### config.mk
export PLATFORM = sky130hd
export DESIGN_NAME = ordered_ring_queue_core
export DESIGN_NICKNAME = d
export VERILOG_FILES = /design/src/orq_pkg.sv /design/src/orq_ctrl.sv /design/src/orq_dp.sv /design/src/ordered_ring_queue_core.sv
export SDC_FILE = /design/constraint.sdc
export NUM_CORES = 1
export LEC_CHECK = 0
export CAP_MARGIN = 20
export CORE_MARGIN = 2
export CORE_UTILIZATION = 64
export CTS_CLUSTER_SIZE = 16
export DETAILED_ROUTE_END_ITERATION = 10
export DONT_BUFFER_PORTS = 1
export PLACE_DENSITY = 0.8
export SETUP_SLACK_MARGIN = 0.15
export SLEW_MARGIN = 0
export SYNTH_ARGS = -nofsm -noshare
export SYNTH_HDL_FRONTEND = slang
export SYNTH_HIERARCHICAL = 1
export SYNTH_SLANG_ARGS = --single-unit
### constraint.sdc
create_clock -name clk -period 7.5 [get_ports clk]
set_clock_uncertainty 0.1 [all_clocks]
set_input_delay 0.75 -clock clk [delete_from_list [all_inputs] [get_ports clk]]
set_output_delay 0.75 -clock clk [all_outputs]
set_load 0.01 [all_outputs]
### src/orq_pkg.sv
// ----------------------------------------------------------------------------
// orq_pkg
// Shared command, status and control types for the ordered ring queue.
// ----------------------------------------------------------------------------
`default_nettype none

package orq_pkg;

  typedef enum logic [1:0] {
    CMD_PUSH  = 2'd0,
    CMD_POP   = 2'd1,
    CMD_PEEK  = 2'd2,
    CMD_CLEAR = 2'd3
  } cmd_e_t;

  typedef enum logic [1:0] {
    ST_OK    = 2'd0,
    ST_FULL  = 2'd1,
    ST_DUP   = 2'd2,
    ST_EMPTY = 2'd3
  } stat_e_t;

  // controller to datapath
  typedef struct packed {
    logic    load;
    logic    scan_start;
    logic    scan_step;
    logic    push_write;
    logic    bub_read;
    logic    bub_move;
    logic    place;
    logic    fetch;
    logic    take;
    logic    clear;
    logic    set_res;
    stat_e_t res_status;
    logic    out_load;
  } ctl_t;

  // datapath to controller
  typedef struct packed {
    cmd_e_t cmd;
    logic   full;
    logic   empty;
    logic   match;
    logic   last;
    logic   bub_stop;
    logic   prev_ge;
    logic   out_free;
  } sts_t;

endpackage

`default_nettype wire

### src/orq_ctrl.sv
// ----------------------------------------------------------------------------
// orq_ctrl
// Command sequencer: duplicate scan, push, bubbling, pop/peek, clear and result
// hand-off to the output register.
// ----------------------------------------------------------------------------
`default_nettype none

module orq_ctrl
  import orq_pkg::*;
(
  input  wire logic clk,
  input  wire logic rst,
  input  wire logic in_valid,
  input  wire logic unique_en,
  input  wire logic sorted_en,
  input  wire sts_t sts,
  output ctl_t      ctl,
  output logic      idle
);

  typedef enum logic [8:0] {
    S_IDLE    = 9'b000000001,
    S_CHECK   = 9'b000000010,
    S_SCAN    = 9'b000000100,
    S_WRITE   = 9'b000001000,
    S_BUB_RD  = 9'b000010000,
    S_BUB_CMP = 9'b000100000,
    S_READ    = 9'b001000000,
    S_DONE    = 9'b010000000,
    S_HOLD    = 9'b100000000
  } state_t;

  state_t state;
  state_t state_next;

  always_ff @(posedge clk) begin
    if (rst) begin
      state <= S_IDLE;
    end else begin
      state <= state_next;
    end
  end

  assign idle = (state == S_IDLE);

  always_comb begin
    ctl        = '0;
    state_next = state;
    unique case (state)
      S_IDLE: begin
        if (in_valid) begin
          ctl.load   = 1'b1;
          state_next = S_CHECK;
        end
      end
      S_CHECK: begin
        unique case (sts.cmd)
          CMD_PUSH: begin
            if (sts.full) begin
              ctl.set_res    = 1'b1;
              ctl.res_status = ST_FULL;
              state_next     = S_DONE;
            end else if (unique_en && !sts.empty) begin
              ctl.scan_start = 1'b1;
              state_next     = S_SCAN;
            end else begin
              state_next = S_WRITE;
            end
          end
          CMD_POP, CMD_PEEK: begin
            if (sts.empty) begin
              ctl.set_res    = 1'b1;
              ctl.res_status = ST_EMPTY;
              state_next     = S_DONE;
            end else begin
              ctl.fetch  = 1'b1;
              state_next = S_READ;
            end
          end
          CMD_CLEAR: begin
            ctl.clear      = 1'b1;
            ctl.set_res    = 1'b1;
            ctl.res_status = ST_OK;
            state_next     = S_DONE;
          end
          default: state_next = S_DONE;
        endcase
      end
      S_SCAN: begin
        if (sts.match) begin
          ctl.set_res    = 1'b1;
          ctl.res_status = ST_DUP;
          state_next     = S_DONE;
        end else if (sts.last) begin
          state_next = S_WRITE;
        end else begin
          ctl.scan_step = 1'b1;
        end
      end
      S_WRITE: begin
        ctl.push_write = 1'b1;
        if (sorted_en) begin
          state_next = S_BUB_RD;
        end else begin
          ctl.set_res    = 1'b1;
          ctl.res_status = ST_OK;
          state_next     = S_DONE;
        end
      end
      S_BUB_RD: begin
        if (sts.bub_stop) begin
          ctl.place      = 1'b1;
          ctl.set_res    = 1'b1;
          ctl.res_status = ST_OK;
          state_next     = S_DONE;
        end else begin
          ctl.bub_read = 1'b1;
          state_next   = S_BUB_CMP;
        end
      end
      S_BUB_CMP: begin
        if (sts.prev_ge) begin
          ctl.place      = 1'b1;
          ctl.set_res    = 1'b1;
          ctl.res_status = ST_OK;
          state_next     = S_DONE;
        end else begin
          ctl.bub_move = 1'b1;
          state_next   = S_BUB_RD;
        end
      end
      S_READ: begin
        ctl.take       = 1'b1;
        ctl.set_res    = 1'b1;
        ctl.res_status = ST_OK;
        state_next     = S_DONE;
      end
      S_DONE: begin
        state_next = S_HOLD;
      end
      S_HOLD: begin
        if (sts.out_free) begin
          ctl.out_load = 1'b1;
          state_next   = S_IDLE;
        end
      end
      default: state_next = S_IDLE;
    endcase
  end

endmodule

`default_nettype wire

### src/orq_dp.sv
// ----------------------------------------------------------------------------
// orq_dp
// Queue datapath: slot memory, head/tail/count, scan and bubble pointer,
// result and output registers.
// ----------------------------------------------------------------------------
`default_nettype none

module orq_dp
  import orq_pkg::*;
#(
  parameter int DEPTH     = 16,
  parameter int WORD_BITS = 32
) (
  input  wire logic        clk,
  input  wire logic        rst,
  input  wire ctl_t        ctl,
  output sts_t             sts,
  input  wire logic [1:0]  cmd,
  input  wire logic [31:0] push_value,
  input  wire logic [4:0]  cap,
  input  wire logic        invert_en,
  output logic             out_valid,
  input  wire logic        out_stall,
  output logic [1:0]       status,
  output logic [31:0]      out_value,
  output logic [4:0]       entry_count,
  output logic             is_empty,
  output logic             is_full
);

  localparam int IW = $clog2(DEPTH);
  localparam int CW = $clog2(DEPTH + 1);
  localparam int EW = (CW > 5) ? CW : 5;

  logic [WORD_BITS-1:0] mem [DEPTH];
  logic [WORD_BITS-1:0] rd_q;
  logic [WORD_BITS-1:0] word_r;
  logic [WORD_BITS-1:0] res_value;
  cmd_e_t               cmd_r;
  stat_e_t              res_status;
  logic [IW-1:0]        head;
  logic [IW-1:0]        tail;
  logic [IW-1:0]        ptr;
  logic [CW-1:0]        count;
  logic [CW-1:0]        left;

  logic [CW-1:0]        eff;
  logic [EW-1:0]        cap_w;
  logic [IW-1:0]        up_ptr;
  logic [IW-1:0]        down_ptr;
  logic [IW-1:0]        fetch_addr;
  logic [IW-1:0]        rd_addr;
  logic                 we;
  logic [IW-1:0]        wa;
  logic [WORD_BITS-1:0] wd;
  logic                 full;

  function automatic logic [IW-1:0] step_up(input logic [IW-1:0] i, input logic [CW-1:0] e);
    logic [CW-1:0] n;
    n = CW'(i) + CW'(1);
    return (n >= e) ? '0 : IW'(n);
  endfunction

  function automatic logic [IW-1:0] step_down(input logic [IW-1:0] i, input logic [CW-1:0] e);
    logic [CW-1:0] m;
    m = e - CW'(1);
    return (i == '0) ? IW'(m) : i - IW'(1);
  endfunction

  // capacity of zero or beyond the slot count means the full depth
  assign cap_w = EW'(cap);
  assign eff   = (cap == 5'd0 || cap_w > EW'(DEPTH)) ? CW'(DEPTH) : CW'(cap);

  assign up_ptr     = step_up(ptr, eff);
  assign down_ptr   = step_down(ptr, eff);
  assign fetch_addr = invert_en ? step_down(tail, eff) : head;
  assign full       = (count >= eff);

  always_comb begin
    rd_addr = ptr;
    if (ctl.scan_start) begin
      rd_addr = head;
    end else if (ctl.scan_step) begin
      rd_addr = up_ptr;
    end else if (ctl.bub_read) begin
      rd_addr = down_ptr;
    end else if (ctl.fetch) begin
      rd_addr = fetch_addr;
    end
  end

  always_comb begin
    we = ctl.push_write | ctl.bub_move | ctl.place;
    wa = ptr;
    wd = word_r;
    if (ctl.push_write) begin
      wa = tail;
    end else if (ctl.bub_move) begin
      wd = rd_q;
    end
  end

  always_ff @(posedge clk) begin
    if (we) begin
      mem[wa] <= wd;
    end
    rd_q <= mem[rd_addr];
  end

  always_ff @(posedge clk) begin
    if (ctl.load) begin
      word_r <= WORD_BITS'(push_value);
    end
    if (ctl.scan_start) begin
      ptr  <= head;
      left <= count;
    end else if (ctl.scan_step) begin
      ptr  <= up_ptr;
      left <= left - CW'(1);
    end else if (ctl.push_write) begin
      ptr  <= tail;
      left <= count;
    end else if (ctl.bub_move) begin
      ptr  <= down_ptr;
      left <= left - CW'(1);
    end else if (ctl.fetch) begin
      ptr <= fetch_addr;
    end
    if (ctl.set_res) begin
      res_status <= ctl.res_status;
      res_value  <= ctl.take ? rd_q : '0;
    end
    if (ctl.out_load) begin
      status      <= res_status;
      out_value   <= 32'(res_value);
      entry_count <= 5'(count);
      is_empty    <= (count == '0);
      is_full     <= full;
    end
  end

  always_ff @(posedge clk) begin
    if (rst) begin
      cmd_r     <= CMD_PUSH;
      head      <= '0;
      tail      <= '0;
      count     <= '0;
      out_valid <= 1'b0;
    end else begin
      if (ctl.load) begin
        cmd_r <= cmd_e_t'(cmd);
      end
      if (ctl.clear) begin
        head  <= '0;
        tail  <= '0;
        count <= '0;
      end else if (ctl.push_write) begin
        tail  <= step_up(tail, eff);
        count <= count + CW'(1);
      end else if (ctl.take && cmd_r == CMD_POP) begin
        if (invert_en) begin
          tail <= ptr;
        end else begin
          head <= step_up(head, eff);
        end
        count <= count - CW'(1);
      end
      if (ctl.out_load) begin
        out_valid <= 1'b1;
      end else if (!out_stall) begin
        out_valid <= 1'b0;
      end
    end
  end

  always_comb begin
    sts          = '0;
    sts.cmd      = cmd_r;
    sts.full     = full;
    sts.empty    = (count == '0);
    sts.match    = (rd_q == word_r);
    sts.last     = (left == CW'(1));
    sts.bub_stop = (left == '0) || (ptr == head);
    sts.prev_ge  = (rd_q >= word_r);
    sts.out_free = !out_valid || !out_stall;
  end

  a_count_bound: assert property (@(posedge clk) disable iff (rst)
    count <= CW'(DEPTH))
    else $error("entry count beyond depth");

  a_write_one_source: assert property (@(posedge clk) disable iff (rst)
    $onehot0({ctl.push_write, ctl.bub_move, ctl.place}))
    else $error("conflicting slot writes");

  a_push_counts: assert property (@(posedge clk) disable iff (rst)
    ctl.push_write |=> count == $past(count) + CW'(1))
    else $error("push did not add one entry");

  a_take_nonempty: assert property (@(posedge clk) disable iff (rst)
    ctl.take |-> count != '0)
    else $error("read from empty queue");

endmodule

`default_nettype wire

### src/ordered_ring_queue_core.sv
// ----------------------------------------------------------------------------
// ordered_ring_queue_core
// Ring-buffer queue with push, pop, peek and clear; optional duplicate
// rejection, sorted insertion (largest at head) and tail-side reads.
//
// Input channel (in_valid/in_stall) carries cmd and push_value; output
// channel (out_valid/out_stall) returns status, out_value, entry_count,
// is_empty and is_full, one result per command, in order.
// One command is processed at a time. From the transfer to the result
// being loaded in the output register, every command passes the check
// state; a push then runs the duplicate scan in unique mode, the slot
// write, and in sorted mode the bubbling swaps until it stops and places
// the word; a pop or peek reads its slot before the result is set.
// The next command is taken once the result sits in the output register,
// so one result can wait under out_stall while the next command runs;
// a second finished result holds the sequencer until the first is taken.
// Reset empties the queue, clears head and tail, and sets capacity to 16
// with all modes off; slot contents are not cleared.
// Registers over the APB port: 0x0 capacity, 0x4 unique, 0x8 sorted,
// 0xC invert. Write them only while the block is idle.
// ----------------------------------------------------------------------------
`default_nettype none

module ordered_ring_queue_core
  import orq_pkg::*;
#(
  parameter int DEPTH     = 16,
  parameter int WORD_BITS = 32
) (
  input  wire logic        clk,
  input  wire logic        rst,
  input  wire logic        in_valid,
  output logic             in_stall,
  input  wire logic [1:0]  cmd,
  input  wire logic [31:0] push_value,
  output logic             out_valid,
  input  wire logic        out_stall,
  output logic [1:0]       status,
  output logic [31:0]      out_value,
  output logic [4:0]       entry_count,
  output logic             is_empty,
  output logic             is_full,
  input  wire logic        psel,
  input  wire logic        penable,
  input  wire logic        pwrite,
  input  wire logic [3:0]  paddr,
  input  wire logic [31:0] pwdata,
  output logic [31:0]      prdata,
  output logic             pready
);

  localparam logic [1:0] REG_CAP    = 2'd0;
  localparam logic [1:0] REG_UNIQUE = 2'd1;
  localparam logic [1:0] REG_SORTED = 2'd2;
  localparam logic [1:0] REG_INVERT = 2'd3;

  logic [4:0] active_capacity;
  logic       unique_enable;
  logic       sorted_enable;
  logic       invert_enable;
  logic       wr_en;
  logic       idle;
  ctl_t       ctl;
  sts_t       sts;

  assign pready = 1'b1;
  assign wr_en  = psel && penable && pwrite;

  always_ff @(posedge clk) begin
    if (rst) begin
      active_capacity <= 5'd16;
      unique_enable   <= 1'b0;
      sorted_enable   <= 1'b0;
      invert_enable   <= 1'b0;
    end else if (wr_en) begin
      unique case (paddr[3:2])
        REG_CAP:    active_capacity <= pwdata[4:0];
        REG_UNIQUE: unique_enable   <= pwdata[0];
        REG_SORTED: sorted_enable   <= pwdata[0];
        REG_INVERT: invert_enable   <= pwdata[0];
        default:    ;
      endcase
    end
  end

  always_comb begin
    unique case (paddr[3:2])
      REG_CAP:    prdata = {27'd0, active_capacity};
      REG_UNIQUE: prdata = {31'd0, unique_enable};
      REG_SORTED: prdata = {31'd0, sorted_enable};
      REG_INVERT: prdata = {31'd0, invert_enable};
      default:    prdata = '0;
    endcase
  end

  assign in_stall = !idle;

  orq_ctrl u_ctrl (
    .clk       (clk),
    .rst       (rst),
    .in_valid  (in_valid),
    .unique_en (unique_enable),
    .sorted_en (sorted_enable),
    .sts       (sts),
    .ctl       (ctl),
    .idle      (idle)
  );

  orq_dp #(
    .DEPTH     (DEPTH),
    .WORD_BITS (WORD_BITS)
  ) u_dp (
    .clk         (clk),
    .rst         (rst),
    .ctl         (ctl),
    .sts         (sts),
    .cmd         (cmd),
    .push_value  (push_value),
    .cap         (active_capacity),
    .invert_en   (invert_enable),
    .out_valid   (out_valid),
    .out_stall   (out_stall),
    .status      (status),
    .out_value   (out_value),
    .entry_count (entry_count),
    .is_empty    (is_empty),
    .is_full     (is_full)
  );

endmodule

`default_nettype wire
==> results.md <==
- In this run, the number of DRC markers left after iteration 0 of detailed routing was roughly 2400.
- The TritonCTS clock tree is done.
- The timing-limited maximum frequency is around 160 MHz.
- The critical path is of the reg2reg type.
- After clock tree synthesis, the clock-pin slew on the worst setup and hold paths is roughly 0.060 ns.
- The number of antenna violations at the first check in global routing came to 4.
- The detail route stage leaves a number of antenna-violating nets equal to 0.
- The buffer type at the clock tree root is sky130_fd_sc_hd__clkbuf_16.
- At the pin with the least slew margin, the transition time is 1.13 ns.
- The critical-path cell with the highest stage delay is sky130_fd_sc_hd__or4_1.
- The final wirelength is 74400 um.
- The instance count on the critical path is 19.
- Of the synthesized area, sequential elements account for 0.669.
- The post-synthesis compound-gate area fraction was 0.142.
- The number of antenna diodes in the final layout is 0.
- The placeable core region is 0.0465 sq mm.
- The starting density of the core is 0.647.
- The signal on the critical path passes through or4_1 -> ha_1 -> nor2b_1 -> buf_4 -> ha_1 -> nand2b_1 -> a21o_1 -> maj3_1 -> a21o_1 -> a21o_1 -> and4b_1 -> or2_2 -> a21oi_1 -> o31a_2 -> a21o_4 -> buf_12 -> a211oi_1 -> a311oi_1 -> or4_1.
- The required time of the critical path is 7.88 ns.
- The via count of the first global-routing pass is 19300.
- The first detailed-routing pass ran for 5 iterations.
- The horizontal die dimension is 221 um.
- The via count of the routed design is 19900.
- Gates resized during post-CTS repair numbered 0.
- Along the worst hold path, the cell count comes to 1.
- The maximum fanout along the worst path is 73.
- In the final layout, the share of cells above drive strength 1 is 0.113.
- The worst setup path is captured at a register.
- The area of the mapped netlist is 0.0301 sq mm.
- For this design the top-level I/O count stands at 153.
- Counting both buffers and inverters, the worst setup path holds a total of 2.
- In this run the tightest slew margin relative to its limit is 0.243.
- The die covers about 0.049 sq mm.
- The synthesis warning total is 6.
- The setup TNS is 0 ns.
- The max-capacitance violation count is 0.
- The share of the synthesized netlist area taken by xor and xnor gates is 0.00583.
- The worst vdd rail ir drop is 0.213 mV.
- By instance count, the cell type seen most on the critical path is sky130_fd_sc_hd__a21o_1.
- The clock drives 693 sinks.
- Of the total synthesized cell area, the portion taken by AND, OR, NAND and NOR gates is 0.0942.
- Entering global routing, the biggest net connects 129 pins.
- The share of the cycle needed by the critical path after routing is 0.819.
- In the global route stage, overall resource usage came out at 0.305.
- The combinational family with the most area after synthesis is compound AO/OA/AOI/OAI gates.
- The min-delay analysis places its worst path in the category in2reg.
- After global routing the overflow that remains totals 0.
- The die is 221 um tall.
- Of all flip-flops after synthesis, the portion carrying an async set or reset was 0.
- The element type at the critical path start is a register.
- The maximum root-to-sink buffer count is 3.
- The count of pins over their slew limit is 0.
- In this design, the largest share of critical-path delay is due to simple AND/OR/NAND/NOR gates.
- Of the total synthesized cell area, the portion taken by full adders, half adders and majority gates is 0.0287.
- The worst path in the final design needs a cycle of 6.14 ns, including I/O delays and setup.
- The cell row count is 79.
- Routability-driven placement finished with a final weighted congestion of between 0.8 and 0.9.
- The via count normalized by instance count is 6.68.
- Measured against the total synthesized area, the mux share comes to 0.00666.
- Among all flip-flop cells after synthesis, the most frequent one is sky130_fd_sc_hd__edfxtp_1.
- The endpoint arrival time on the critical path is 6.52 ns.
- The count of mapped cells out of synthesis is 2312.
- The static leakage power is 11.7 nW.
- The final layout net count is 2453.
- The flip-flop and latch count after synthesis is around 690.
- For the worst-skew pair, the clock arrives at the later sink with an insertion delay of 0.62 ns.
- From synthesis to final layout, the design area changed by 11.3%.
- The synthesized netlist contains 88 unique library cells.
- The power density normalized to cell area is 280 mW/mm^2.
- The average routed wire per standard cell is 25.0 um.
- Setup repair after global routing left no endpoint under its margin.
- The worst register-to-register path has a depth of 19.
- The tightest hold path in the finished design has a slack of ~0.12 ns.
- The estimated wirelength of the detail-placed design is 40600 um.
- The wire length of the first global-routing pass is 110000 um.
- A synthesized cell averages approximately 13 sq um.
- During placement, the flow inserted port buffers numbering 0.
- The critical path's largest stage delay is 0.57 ns.
- The run finished with clean final reports.
- After filler insertion, the fill cell instance count of the layout stands at 2826.
- The final count of negative-setup-slack endpoints is 0.
- The final hold violation count is 0.
- The quantity of hold-fixing buffers added after cts is 0.
- The remaining design rule violation count is 0.
- The number of buffers created by CTS is 70.
- The number of buffers inserted by post-CTS setup repair is 0.
- The number of flops mapped to enable cells by yosys is 624.
- The H-tree generated during clock tree synthesis spans 3 levels.
[stage by stage]
stage                     instance area, sq um  worst slack, ns   util  instances  total power, mW
after floorplan                          30200             2.15      -       2338             5.33
after global placement                   30900             1.48  0.666       2837             5.66
after detailed placement                 31000             1.41  0.667       2843             5.71
after CTS                                33400             1.30  0.719       2973             9.36
after global routing                     33500             1.09  0.720       2976             9.62
final                                    33500             1.36  0.720       2976             9.37
[cell families (layout without fill, tap and decap cells)]
family / count (synthesis) / after routing
AOI/OAI and AO/OA: 555 / 555
muxes: 18 / 18
and+or+nand+nor: 584 / 584
adders and majority gates: 69 / 69
DFF: 693 / 693
buffers and inverters: 371 / 402
other: 2 / 28
xor gates and xnor gates: 20 / 20
[final timing paths]
path / start / end / slack [ns]
setup / recovery: active_capacity[0]$_SDFFE_PP0P_ / u_dp/rd_q[5]$_DFF_P_ / 1.36
hold reg to reg: u_dp/res_value[21]$_SDFFCE_PN0P_ / u_dp/out_value[21]$_DFFE_PP_ / 0.32
hold / removal: rst / u_dp/cmd_r[1]$_SDFFE_PP0P_ / 0.12
setup reg to reg: active_capacity[0]$_SDFFE_PP0P_ / u_dp/rd_q[5]$_DFF_P_ / 1.36
[per-layer routing]
layer | wire (um) | part of all wire | GRT usage
met5 | 0 | 0 | 0
met4 | 3010 | 0.040 | 0.147
met3 | 7770 | 0.10 | 0.0542
met2 | 35900 | 0.48 | 0.501
met1 | 27800 | 0.37 | 0.397
[power by group]
group / leakage (nW) / switching, mW / total [mW] / internal (mW)
clock network: 1.20 / 1.44 / 3.68 / 2.23
registers: 6.32 / 0.0930 / 4.41 / 4.31
logic: 4.22 / 0.855 / 1.29 / 0.432
[cell usage after synthesis, drive strengths merged, types with 14 or more instances]
library cell    n  area [sq um]
edfxtp        624         18700
a311oi        129          1130
nor2           68           258
o21ai          49           249
buf           104           607
inv           184           691
dfxtp          69          1380
ha             64           801
a21o           20           150
clkbuf         82           308
or4            34           255
nor3           16          91.3
nand2b         24           158
a211oi        259          2060
mux2i          14           140
a21oi          47           235
nand2         324          1220
and2           42           265
[layout by cell type, fill, tap and decap left out, drive strengths merged, types with 14 or more instances in the layout]
| master | instances |
|---|---|
| o21ai | 49 |
| mux2i | 14 |
| nand2b | 24 |
| ha | 64 |
| clkbuf | 100 |
| nor2 | 68 |
| buf | 86 |
| or4 | 34 |
| nand2 | 324 |
| nor3 | 16 |
| a211oi | 259 |
| and2 | 42 |
| clkinv | 17 |
| a21o | 20 |
| inv | 188 |
| dfxtp | 69 |
| conb | 28 |
| edfxtp | 624 |
| a21oi | 47 |
| a311oi | 129 |
[registers in the layout, indices dropped and copies added (netlist names), 2 cells and up]
| register | cells |
|---|---|
| u_dp/cmd_r | 2 |
| u_dp/head | 4 |
| u_dp/tail | 4 |
| u_dp/out_value | 32 |
| u_dp/count | 5 |
| u_dp/word_r | 32 |
| active_capacity | 5 |
| u_ctrl/state | 9 |
| u_dp/entry_count | 5 |
| u_dp/mem | 512 |
| u_dp/status | 2 |
| u_dp/left | 5 |
| u_dp/res_value | 32 |
| u_dp/rd_q | 32 |
| u_dp/ptr | 4 |
| u_dp/res_status | 2 |
[layout make-up]
type                            instances  area [sq um]  share of cell area
Timing Repair Buffer                   87           828              0.0248
Tap cell                              607           759              0.0227
Sequential cell                       693         20100               0.601
Multi-Input combinational cell       1274          8620               0.257
Clock inverter                         31           429              0.0128
Clock buffer                           99          2020              0.0603
Inverter                              185           694              0.0208
Note: power is estimated with default switching activity, not from simulation.
